[src/rtl/mer_pkg.sv]
// mer_pkg: shared types and codes for the midpoint ellipse rasterizer
// no dependencies; imported by the controller, datapath, top level and checker
package mer_pkg;

    localparam logic KIND_START = 1'b0;
    localparam logic KIND_STEP  = 1'b1;

    typedef enum logic [3:0] {
        S_IDLE,
        S_M_RX,
        S_M_RY,
        S_M_SY,
        S_INIT,
        S_CHECK,
        S_UPD,
        S_M_HX,
        S_M_YM,
        S_M_D1,
        S_M_D2,
        S_M_D3,
        S_M_D4
    } t_state;

    // operand pairs for the shared multiplier
    typedef enum logic [2:0] {
        MUL_RX_RX,
        MUL_RY_RY,
        MUL_RX2_RY,
        MUL_HX_HX,
        MUL_YM_YM,
        MUL_TMP_RY2,
        MUL_TMP_RX2,
        MUL_RX2_RY2
    } t_mul_sel;

    // what the datapath does with the registered product
    typedef enum logic [3:0] {
        ACT_NONE,
        ACT_RX2,
        ACT_RY2,
        ACT_INIT,
        ACT_DEC_UPD,
        ACT_TMP,
        ACT_D_SET,
        ACT_D_ADD,
        ACT_D_SUB
    } t_act;

    typedef struct packed {
        logic     load;
        logic     step;
        t_mul_sel mul_sel;
        t_act     act;
    } t_cmd;

    typedef struct packed {
        logic active;
        logic fin;
        logic to_region_two;
        logic out_valid;
    } t_status;

endpackage

[src/rtl/mer_ctrl.sv]
// mer_ctrl: sequencer for start set-up, decision updates and region-two set-up
// depends on mer_pkg for the state, command and status types
module mer_ctrl
    import mer_pkg::*;
(
    input  logic    i_clk,
    input  logic    i_rst_n,
    input  logic    i_in_valid,
    input  logic    i_kind,
    input  logic    i_out_ready,
    input  t_status i_status,
    output logic    o_in_ready,
    output t_cmd    o_cmd
);

    t_state r_state;
    t_state n_state;
    logic   accept;

    assign o_in_ready = (r_state == S_IDLE) && (!i_status.out_valid || i_out_ready);
    assign accept     = i_in_valid && o_in_ready;

    always_ff @(posedge i_clk) begin
        if (!i_rst_n) begin
            r_state <= S_IDLE;
        end else begin
            r_state <= n_state;
        end
    end

    always_comb begin
        n_state = r_state;
        unique case (r_state)
            S_IDLE: begin
                if (accept) begin
                    if (i_kind == KIND_START) begin
                        n_state = S_M_RX;
                    end else if (i_status.active && !i_status.fin) begin
                        n_state = S_UPD;
                    end
                end
            end
            S_M_RX:  n_state = S_M_RY;
            S_M_RY:  n_state = S_M_SY;
            S_M_SY:  n_state = S_INIT;
            S_INIT:  n_state = S_CHECK;
            S_CHECK: n_state = i_status.to_region_two ? S_M_HX : S_IDLE;
            S_UPD:   n_state = i_status.to_region_two ? S_M_HX : S_IDLE;
            S_M_HX:  n_state = S_M_YM;
            S_M_YM:  n_state = S_M_D1;
            S_M_D1:  n_state = S_M_D2;
            S_M_D2:  n_state = S_M_D3;
            S_M_D3:  n_state = S_M_D4;
            S_M_D4:  n_state = S_IDLE;
            default: n_state = S_IDLE;
        endcase
    end

    always_comb begin
        o_cmd.load    = accept && (i_kind == KIND_START);
        o_cmd.step    = accept && (i_kind == KIND_STEP);
        o_cmd.mul_sel = MUL_RX_RX;
        o_cmd.act     = ACT_NONE;
        unique case (r_state)
            S_M_RX: o_cmd.mul_sel = MUL_RX_RX;
            S_M_RY: begin
                o_cmd.mul_sel = MUL_RY_RY;
                o_cmd.act     = ACT_RX2;
            end
            S_M_SY: begin
                o_cmd.mul_sel = MUL_RX2_RY;
                o_cmd.act     = ACT_RY2;
            end
            S_INIT: o_cmd.act = ACT_INIT;
            S_UPD:  o_cmd.act = ACT_DEC_UPD;
            S_M_HX: o_cmd.mul_sel = MUL_HX_HX;
            S_M_YM: begin
                o_cmd.mul_sel = MUL_YM_YM;
                o_cmd.act     = ACT_TMP;
            end
            S_M_D1: begin
                o_cmd.mul_sel = MUL_TMP_RY2;
                o_cmd.act     = ACT_TMP;
            end
            S_M_D2: begin
                o_cmd.mul_sel = MUL_TMP_RX2;
                o_cmd.act     = ACT_D_SET;
            end
            S_M_D3: begin
                o_cmd.mul_sel = MUL_RX2_RY2;
                o_cmd.act     = ACT_D_ADD;
            end
            S_M_D4: o_cmd.act = ACT_D_SUB;
            S_IDLE, S_CHECK: o_cmd.act = ACT_NONE;
            default: o_cmd.act = ACT_NONE;
        endcase
    end

endmodule

[src/rtl/mer_datapath.sv]
// mer_datapath: geometry, position, slope and decision registers, shared multiplier
// and the output register; depends on mer_pkg, driven by mer_ctrl commands
module mer_datapath
    import mer_pkg::*;
#(
    parameter int RADIUS_BITS = 10,
    parameter int COORD_BITS  = 13
) (
    input  logic                         i_clk,
    input  logic                         i_rst_n,
    input  t_cmd                         i_cmd,
    output t_status                      o_status,
    input  logic [RADIUS_BITS-1:0]       i_radius_x,
    input  logic [RADIUS_BITS-1:0]       i_radius_y,
    input  logic [COORD_BITS-3:0]        i_center_x,
    input  logic [COORD_BITS-3:0]        i_center_y,
    input  logic                         i_out_ready,
    output logic                         o_out_valid,
    output logic signed [COORD_BITS-1:0] o_right_col,
    output logic signed [COORD_BITS-1:0] o_left_col,
    output logic signed [COORD_BITS-1:0] o_lower_row,
    output logic signed [COORD_BITS-1:0] o_upper_row,
    output logic                         o_last
);

    localparam int XY_W    = RADIUS_BITS + 1;
    localparam int SQ_W    = 2 * RADIUS_BITS;
    localparam int MA_W    = 2 * RADIUS_BITS + 4;
    localparam int PROD_W  = MA_W + SQ_W;
    localparam int SLOPE_W = 3 * RADIUS_BITS + 4;
    localparam int DEC_W   = 4 * RADIUS_BITS + 7;
    localparam int CEN_W   = COORD_BITS - 2;

    logic [RADIUS_BITS-1:0]      r_rx, r_ry;
    logic [CEN_W-1:0]            r_cx, r_cy;
    logic [SQ_W-1:0]             r_rx2, r_ry2;
    logic [XY_W-1:0]             r_x, r_y;
    logic signed [SLOPE_W-1:0]   r_sx, r_sy;
    logic signed [DEC_W-1:0]     r_dec;
    logic [MA_W-1:0]             r_tmp;
    logic [PROD_W-1:0]           r_prod;
    logic                        r_alt;
    logic                        r_active, r_region2, r_out_valid;
    logic signed [COORD_BITS-1:0] r_right, r_left, r_lower, r_upper;
    logic                        r_last;

    logic [MA_W-1:0]             mul_a;
    logic [SQ_W-1:0]             mul_b;
    logic [XY_W:0]               hx;
    logic [XY_W-1:0]             ym;
    logic signed [SLOPE_W-1:0]   two_rx2, two_ry2;
    logic signed [DEC_W-1:0]     prod_e, sx_e, sy_e, k_e, upd_term;
    logic                        dec_neg, dec_pos, fin, advance;
    logic [COORD_BITS-1:0]       x_c, y_c, cx_c, cy_c;

    assign hx      = {r_x, 1'b1};
    // (y - 1)^2 only needs the magnitude, which is one when y is zero
    assign ym      = (r_y == '0) ? XY_W'(1) : (r_y - XY_W'(1));
    assign two_rx2 = $signed(SLOPE_W'({r_rx2, 1'b0}));
    assign two_ry2 = $signed(SLOPE_W'({r_ry2, 1'b0}));
    assign prod_e  = $signed(DEC_W'(r_prod));
    assign dec_neg = r_dec[DEC_W-1];
    assign dec_pos = !dec_neg && (r_dec != '0);
    assign fin     = r_region2 && (r_y == '0);
    assign advance = i_cmd.step && r_active;

    always_comb begin
        mul_a = '0;
        mul_b = '0;
        unique case (i_cmd.mul_sel)
            MUL_RX_RX: begin
                mul_a = MA_W'(r_rx);
                mul_b = SQ_W'(r_rx);
            end
            MUL_RY_RY: begin
                mul_a = MA_W'(r_ry);
                mul_b = SQ_W'(r_ry);
            end
            MUL_RX2_RY: begin
                mul_a = MA_W'(r_rx2);
                mul_b = SQ_W'(r_ry);
            end
            MUL_HX_HX: begin
                mul_a = MA_W'(hx);
                mul_b = SQ_W'(hx);
            end
            MUL_YM_YM: begin
                mul_a = MA_W'(ym);
                mul_b = SQ_W'(ym);
            end
            MUL_TMP_RY2: begin
                mul_a = r_tmp;
                mul_b = r_ry2;
            end
            MUL_TMP_RX2: begin
                mul_a = r_tmp;
                mul_b = r_rx2;
            end
            MUL_RX2_RY2: begin
                mul_a = MA_W'(r_rx2);
                mul_b = r_ry2;
            end
            default: begin
                mul_a = '0;
                mul_b = '0;
            end
        endcase
    end

    // quarter-scaled increment: region one adds the x slope always and removes the y
    // slope on a diagonal move, region two the other way round
    always_comb begin
        sx_e     = (r_alt || !r_region2) ? DEC_W'(r_sx) : '0;
        sy_e     = (r_alt || r_region2) ? DEC_W'(r_sy) : '0;
        k_e      = r_region2 ? $signed(DEC_W'(r_rx2)) : $signed(DEC_W'(r_ry2));
        upd_term = sx_e - sy_e + k_e;
    end

    assign x_c  = COORD_BITS'(r_x);
    assign y_c  = COORD_BITS'(r_y);
    assign cx_c = COORD_BITS'(r_cx);
    assign cy_c = COORD_BITS'(r_cy);

    always_ff @(posedge i_clk) begin
        if (!i_rst_n) begin
            r_active    <= 1'b0;
            r_region2   <= 1'b0;
            r_out_valid <= 1'b0;
        end else begin
            if (i_cmd.load) begin
                r_active  <= 1'b1;
                r_region2 <= 1'b0;
            end else if (advance && fin) begin
                r_active <= 1'b0;
            end else if (i_cmd.act == ACT_D_SUB) begin
                r_region2 <= 1'b1;
            end
            if (advance) begin
                r_out_valid <= 1'b1;
            end else if (r_out_valid && i_out_ready) begin
                r_out_valid <= 1'b0;
            end
        end
    end

    always_ff @(posedge i_clk) begin
        r_prod <= PROD_W'(mul_a * mul_b);

        if (i_cmd.load) begin
            r_rx <= i_radius_x;
            r_ry <= i_radius_y;
            r_cx <= i_center_x;
            r_cy <= i_center_y;
            r_x  <= '0;
            r_y  <= XY_W'(i_radius_y);
            r_sx <= '0;
        end

        if (advance) begin
            r_right <= cx_c + x_c;
            r_left  <= cx_c - x_c;
            r_lower <= cy_c + y_c;
            r_upper <= cy_c - y_c;
            r_last  <= fin;
            if (!fin) begin
                if (!r_region2) begin
                    r_x   <= r_x + XY_W'(1);
                    r_sx  <= r_sx + two_ry2;
                    r_alt <= !dec_neg;
                    if (!dec_neg) begin
                        r_y  <= r_y - XY_W'(1);
                        r_sy <= r_sy - two_rx2;
                    end
                end else begin
                    r_y   <= r_y - XY_W'(1);
                    r_sy  <= r_sy - two_rx2;
                    r_alt <= !dec_pos;
                    if (!dec_pos) begin
                        r_x  <= r_x + XY_W'(1);
                        r_sx <= r_sx + two_ry2;
                    end
                end
            end
        end

        case (i_cmd.act)
            ACT_RX2: r_rx2 <= SQ_W'(r_prod);
            ACT_RY2: r_ry2 <= SQ_W'(r_prod);
            ACT_INIT: begin
                r_sy  <= $signed(SLOPE_W'({r_prod, 1'b0}));
                r_dec <= ($signed(DEC_W'(r_ry2)) <<< 2) - (prod_e <<< 2)
                         + $signed(DEC_W'(r_rx2));
            end
            ACT_DEC_UPD: r_dec <= r_dec + (upd_term <<< 2);
            ACT_TMP:     r_tmp <= MA_W'(r_prod);
            ACT_D_SET:   r_dec <= prod_e;
            ACT_D_ADD:   r_dec <= r_dec + (prod_e <<< 2);
            ACT_D_SUB:   r_dec <= r_dec - (prod_e <<< 2);
            default:     r_dec <= r_dec;
        endcase
    end

    assign o_status.active        = r_active;
    assign o_status.fin           = fin;
    assign o_status.to_region_two = !r_region2 && (r_sx >= r_sy);
    assign o_status.out_valid     = r_out_valid;

    assign o_out_valid = r_out_valid;
    assign o_right_col = r_right;
    assign o_left_col  = r_left;
    assign o_lower_row = r_lower;
    assign o_upper_row = r_upper;
    assign o_last      = r_last;

endmodule

[src/rtl/midpoint_ellipse_rasterizer_unit.sv]
// channel | valid      | ready       | payload
// input   | i_in_valid | o_in_ready  | i_kind, i_radius_x/y, i_center_x/y
// output  | o_out_valid| i_out_ready | o_right_col, o_left_col, o_lower_row, o_upper_row, o_last
//
// in a step, the transaction cycle emits the point set and moves x/y and the
// slopes, the next cycle updates the decision; a step that enters region two then forms
// the five region-two products through the single shared multiplier
// a start forms three products for squares and slope, then runs set-up and check, and
// also the region-two set-up on a zero radius; an idle or final step leaves the sequencer idle
// synchronous active-low reset leaves the block idle with no ellipse loaded
// o_in_ready needs the sequencer idle and the output register empty or being taken
// depends on mer_pkg, mer_ctrl and mer_datapath
module midpoint_ellipse_rasterizer_unit
    import mer_pkg::*;
#(
    parameter int RADIUS_BITS = 10,
    parameter int COORD_BITS  = 13
) (
    input  logic                         i_clk,
    input  logic                         i_rst_n,
    input  logic                         i_in_valid,
    output logic                         o_in_ready,
    input  logic                         i_kind,
    input  logic [RADIUS_BITS-1:0]       i_radius_x,
    input  logic [RADIUS_BITS-1:0]       i_radius_y,
    input  logic [COORD_BITS-3:0]        i_center_x,
    input  logic [COORD_BITS-3:0]        i_center_y,
    output logic                         o_out_valid,
    input  logic                         i_out_ready,
    output logic signed [COORD_BITS-1:0] o_right_col,
    output logic signed [COORD_BITS-1:0] o_left_col,
    output logic signed [COORD_BITS-1:0] o_lower_row,
    output logic signed [COORD_BITS-1:0] o_upper_row,
    output logic                         o_last
);

    t_cmd    cmd;
    t_status status;

    mer_ctrl u_ctrl (
        .i_clk       (i_clk),
        .i_rst_n     (i_rst_n),
        .i_in_valid  (i_in_valid),
        .i_kind      (i_kind),
        .i_out_ready (i_out_ready),
        .i_status    (status),
        .o_in_ready  (o_in_ready),
        .o_cmd       (cmd)
    );

    mer_datapath #(
        .RADIUS_BITS (RADIUS_BITS),
        .COORD_BITS  (COORD_BITS)
    ) u_datapath (
        .i_clk       (i_clk),
        .i_rst_n     (i_rst_n),
        .i_cmd       (cmd),
        .o_status    (status),
        .i_radius_x  (i_radius_x),
        .i_radius_y  (i_radius_y),
        .i_center_x  (i_center_x),
        .i_center_y  (i_center_y),
        .i_out_ready (i_out_ready),
        .o_out_valid (o_out_valid),
        .o_right_col (o_right_col),
        .o_left_col  (o_left_col),
        .o_lower_row (o_lower_row),
        .o_upper_row (o_upper_row),
        .o_last      (o_last)
    );

endmodule

[config.mk]
export PLATFORM = sky130hd
export DESIGN_NAME = midpoint_ellipse_rasterizer_unit
export DESIGN_NICKNAME = d
export VERILOG_FILES = /design/src/rtl/mer_pkg.sv /design/src/rtl/mer_ctrl.sv /design/src/rtl/mer_datapath.sv /design/src/rtl/midpoint_ellipse_rasterizer_unit.sv
export SDC_FILE = /design/constraint.sdc
export NUM_CORES = 2
export LEC_CHECK = 0
export ABC_CLOCK_PERIOD_IN_PS = 8600
export BUFFER_PORTS_ARGS = -buffer_cell sky130_fd_sc_hd__buf_2
export CAP_MARGIN = 20
export CORE_MARGIN = 3
export CORE_UTILIZATION = 59
export DETAILED_ROUTE_END_ITERATION = 8
export PLACE_DENSITY_LB_ADDON = 0.12
export SLEW_MARGIN = 20
export SYNTH_ARGS = -nofsm -noshare
export SYNTH_HDL_FRONTEND = slang
export SYNTH_SLANG_ARGS = --single-unit
[constraint.sdc]
create_clock -name i_clk -period 8.6 [get_ports i_clk]
set_clock_uncertainty 0.1 [all_clocks]
set_input_delay 1.29 -clock i_clk [delete_from_list [all_inputs] [get_ports i_clk]]
set_output_delay 1.29 -clock i_clk [all_outputs]
set_load 0.02 [all_outputs]
==> summary.txt <==
STA
  • Tmin final: 8.776 ns
  • Slew HR: 0.2007
  • Max-slew violation count: 0
  • Max Fclk: 114.0 MHz
  • Hold Violations, Final: 0
  • RSZ-0062 raised after global routing: true
  • Least-Margin Pin Slew: 1.193 ns
  • Final worst slack: -0.1757 ns
  • Period Utilization, post-route: 1.020
  • Final setup fails: 4

Global route
  • Vias in the first global route: 37.28k
  • Global-route wire length before repair: 211500 um
  • Gr ovfl total: 0
  • Antenna violations before repair: 3
  • Largest net degree at the start of global routing: 51
  • Total GRT Usage: 0.3668

Critical path
  • CP bufs+invs: 7
  • Stages on worst setup path: 37
  • Crit end category: register
  • Launch point of the critical path: u_datapath.r_y[1]
  • Most frequent CP cell: fa_1
  • Cell family with most CP delay: adder cells
  • Slowest Stage Delay on Critical Path: 0.55 ns
  • Setup CP Type: reg -> reg
  • Crit Reg-Reg Startpoint: u_datapath.r_y[1]
  • Critical path startpoint category: register
  • Worst Path Arrival: 9.11 ns
  • R2R depth: 37
  • Crit-path max FO: 4
  • CP Data Required Time: 8.93 ns
  • Slowest CP cell: fa_1

Floorplanning
  • # rows: 97
  • Core Footprint: 70640 um2
  • Die area: 75090 um2
  • Initial core utilization: 0.6000
  • Die Y: 274.0 um
  • IO Pins: 102
  • Die width: 274.0 um

Cells and area
  • Layout area overhead: 14.01%
  • FF/Latch Area: 9186 um2
  • Commonest non-fill, non-tap cell in the layout: inv_1
  • Most frequent cells in the layout: inv_1 (677), nand2_1 (576), nor2_1 (432), fa_1 (432), ha_1 (389)
  • Multi-input logic area: 30330 um2
  • Fillers: 5883
  • Share of layout cells above drive strength 1: 0.1338
  • Nets: 6141

Synthesis
  • Mapped Cells: 4919
  • Netlist cell types: 99
  • Register bit total from synthesis: 341
  • Async SR Flop Fraction: 0
  • EDFF count, synth: 235
  • Mapped Area: 42380 um2
  • Yosys warns: 0
  • Post-synthesis average cell area: 8.616 um2
  • Primary FF master, synth: edfxtp_1
  • Seq/Total Area, Yosys: 0.2166

Place
  • Buffers on Ports: 99
  • Gpl congestion: 1.014
  • Pre-CTS setup slack: -0.5841 ns
  • Post-DP HPWL: 111300 um

Routing
  • WL per Instance: 21.94 um
  • Final ANT Viol Nets: 0
  • Vias per cell: 6.081
  • DR iter-0 viols: 4003
  • Drt first pass iters: 6
  • Remaining routing DRC violations: 0
  • WL final: 136900 um
  • DR vias: 37.95k

Clock network
  • Total CTS buffers: 41
  • CTS Hold Bufs: 0
  • Clock buffer depth: 3
  • Clock insertion delay at the later pin of the skew report: 0.59 ns
  • Clock slew at reported path FFs: 0.06 ns
  • TritonCTS clock tree: done
  • Clk sinks: 341
  • H-tree Lvls: 2
  • Clk root buf: clkbuf_16

Outcome
  • Failing checks: setup timing
  • Status: finished with violations

Flow run
  • Number of max-cap violations: 0

Worst hold path
  • Worst hold start: u_datapath.r_sx[8]
  • Worst Hold Class: reg -> reg
  • Hold path depth: 2
[Yosys cell counts (all sizes together) (9+ instances only)]
library cell / number / area [um2]
or2: 21 / 133.9
fa: 436 / 8728
or4: 9 / 67.56
nor3: 88 / 445.4
o31ai: 23 / 172.7
nand3: 80 / 400.4
nor4: 30 / 224.0
inv: 682 / 2560
o211ai: 19 / 142.6
and3: 51 / 324.1
a21o: 91 / 683.2
ha: 392 / 4905
or3: 40 / 250.2
dfxtp: 106 / 2122
edfxtp: 235 / 7057
buf: 25 / 133.9
a222oi: 12 / 120.1
a21oi: 259 / 1300
nand4: 38 / 237.7
o21ai: 288 / 1445
a221o: 11 / 110.1
nor2b: 34 / 212.7
o21a: 32 / 240.2
and2: 75 / 471.7
nor2: 448 / 1682
a211o: 13 / 113.9
a31oi: 28 / 175.2
a21boi: 12 / 90.08
nand2b: 45 / 281.5
a311oi: 10 / 87.58
clkbuf: 171 / 643.1
o221ai: 15 / 137.6
a221oi: 28 / 245.2
o21bai: 41 / 319.1
a22o: 19 / 166.4
xnor2: 160 / 1401
a22oi: 52 / 395.4
xor2: 99 / 867.1
a211oi: 28 / 210.2
nand2: 578 / 2170
[sequential cells by signal, summed over array words and instances (netlist names), 12 cells and up]
signal	cells
u_datapath.o_lower_row	12
u_datapath.o_right_col	12
u_datapath.r_dec	47
u_datapath.r_prod	44
u_datapath.r_rx2	20
u_datapath.r_ry2	20
u_datapath.r_sx	34
u_datapath.r_sy	33
u_datapath.r_tmp	24
[worst reg2reg max path, delay by kind of cell (launching register included)]
family                     cells  cell delay, ns
buffers and inverters          7            0.48
DFF                            1            0.33
xor gates and xnor gates       1            0.08
and+or+nand+nor                9            1.37
AOI/OAI and AO/OA             11            2.44
adders and majority gates      9            3.82
[final cells by class]
cell class | instances | share of cell area
inverters | 682 | 0.05298
multi-input cells | 3701 | 0.6277
diodes | 1 | 0.00005179
clock inverters | 25 | 0.003962
flip-flops and latches | 341 | 0.1901
well taps | 940 | 0.02434
clock buffers | 51 | 0.02398
repair buffers | 499 | 0.07690
[through the flow]
step	setup TNS (ns)	std cells	hold WS, ns	utilization	area, um2
3_3_place_gp	-2.118	6150	0.3778	0.6585	46520
2_1_floorplan	0	4920	0.3064	-	42470
4_1_cts	-0.7220	6235	0.4144	0.6812	48110
6_report	-0.3927	6240	0.4108	0.6841	48320
3_5_place_dp	-3.287	6150	0.4063	0.6585	46520
5_1_grt	-2.436	6239	0.4379	0.6841	48320
[routing by layer]
metal / part of all wire / GRT usage / vias up
met2: 0.45 / 0.5888 / 1916
li1: - / - / 17300
met5: 0.00015 / 0 / -
met3: 0.097 / 0.06309 / 427
met1: 0.40 / 0.4890 / 18300
met4: 0.055 / 0.1625 / 4
[logic make-up (layout without fill, tap and decap cells)]
kind of cell             after synthesis  count (layout)  synth area share
flip-flops                           341             341            0.2166
other                                  1               3        0.00008848
multiplexers                           3               3         0.0007675
AO/OA/AOI/OAI                       1039            1039            0.1582
XOR/XNOR                             259             259           0.05352
AND/OR/NAND/NOR                     1570            1570            0.1704
adder cells (fa/ha/maj)              828             828            0.3217
buffers and inverters                878            1257           0.07873
[path summary, 6_finish.rpt]
kind	end	slack, ns
worst min-delay path	u_datapath.r_sx[8]	0.41
worst max-delay path	u_datapath.r_prod[40]	-0.18
worst max register to register	u_datapath.r_prod[40]	-0.18
worst min register to register	u_datapath.r_sx[8]	0.41
[timing repair]
| item | CTS | global route |
|---|---|---|
| endpoints found under the setup margin | 12 | 16 |
| gates cloned | 0 | 0 |
| setup buffers | 11 | 4 |
| gates resized for setup | 52 | 47 |
| pin swaps | 37 | 15 |
Power is not shown: default switching activity piles up to over one toggle a cycle in this logic, so the estimate is an artifact.
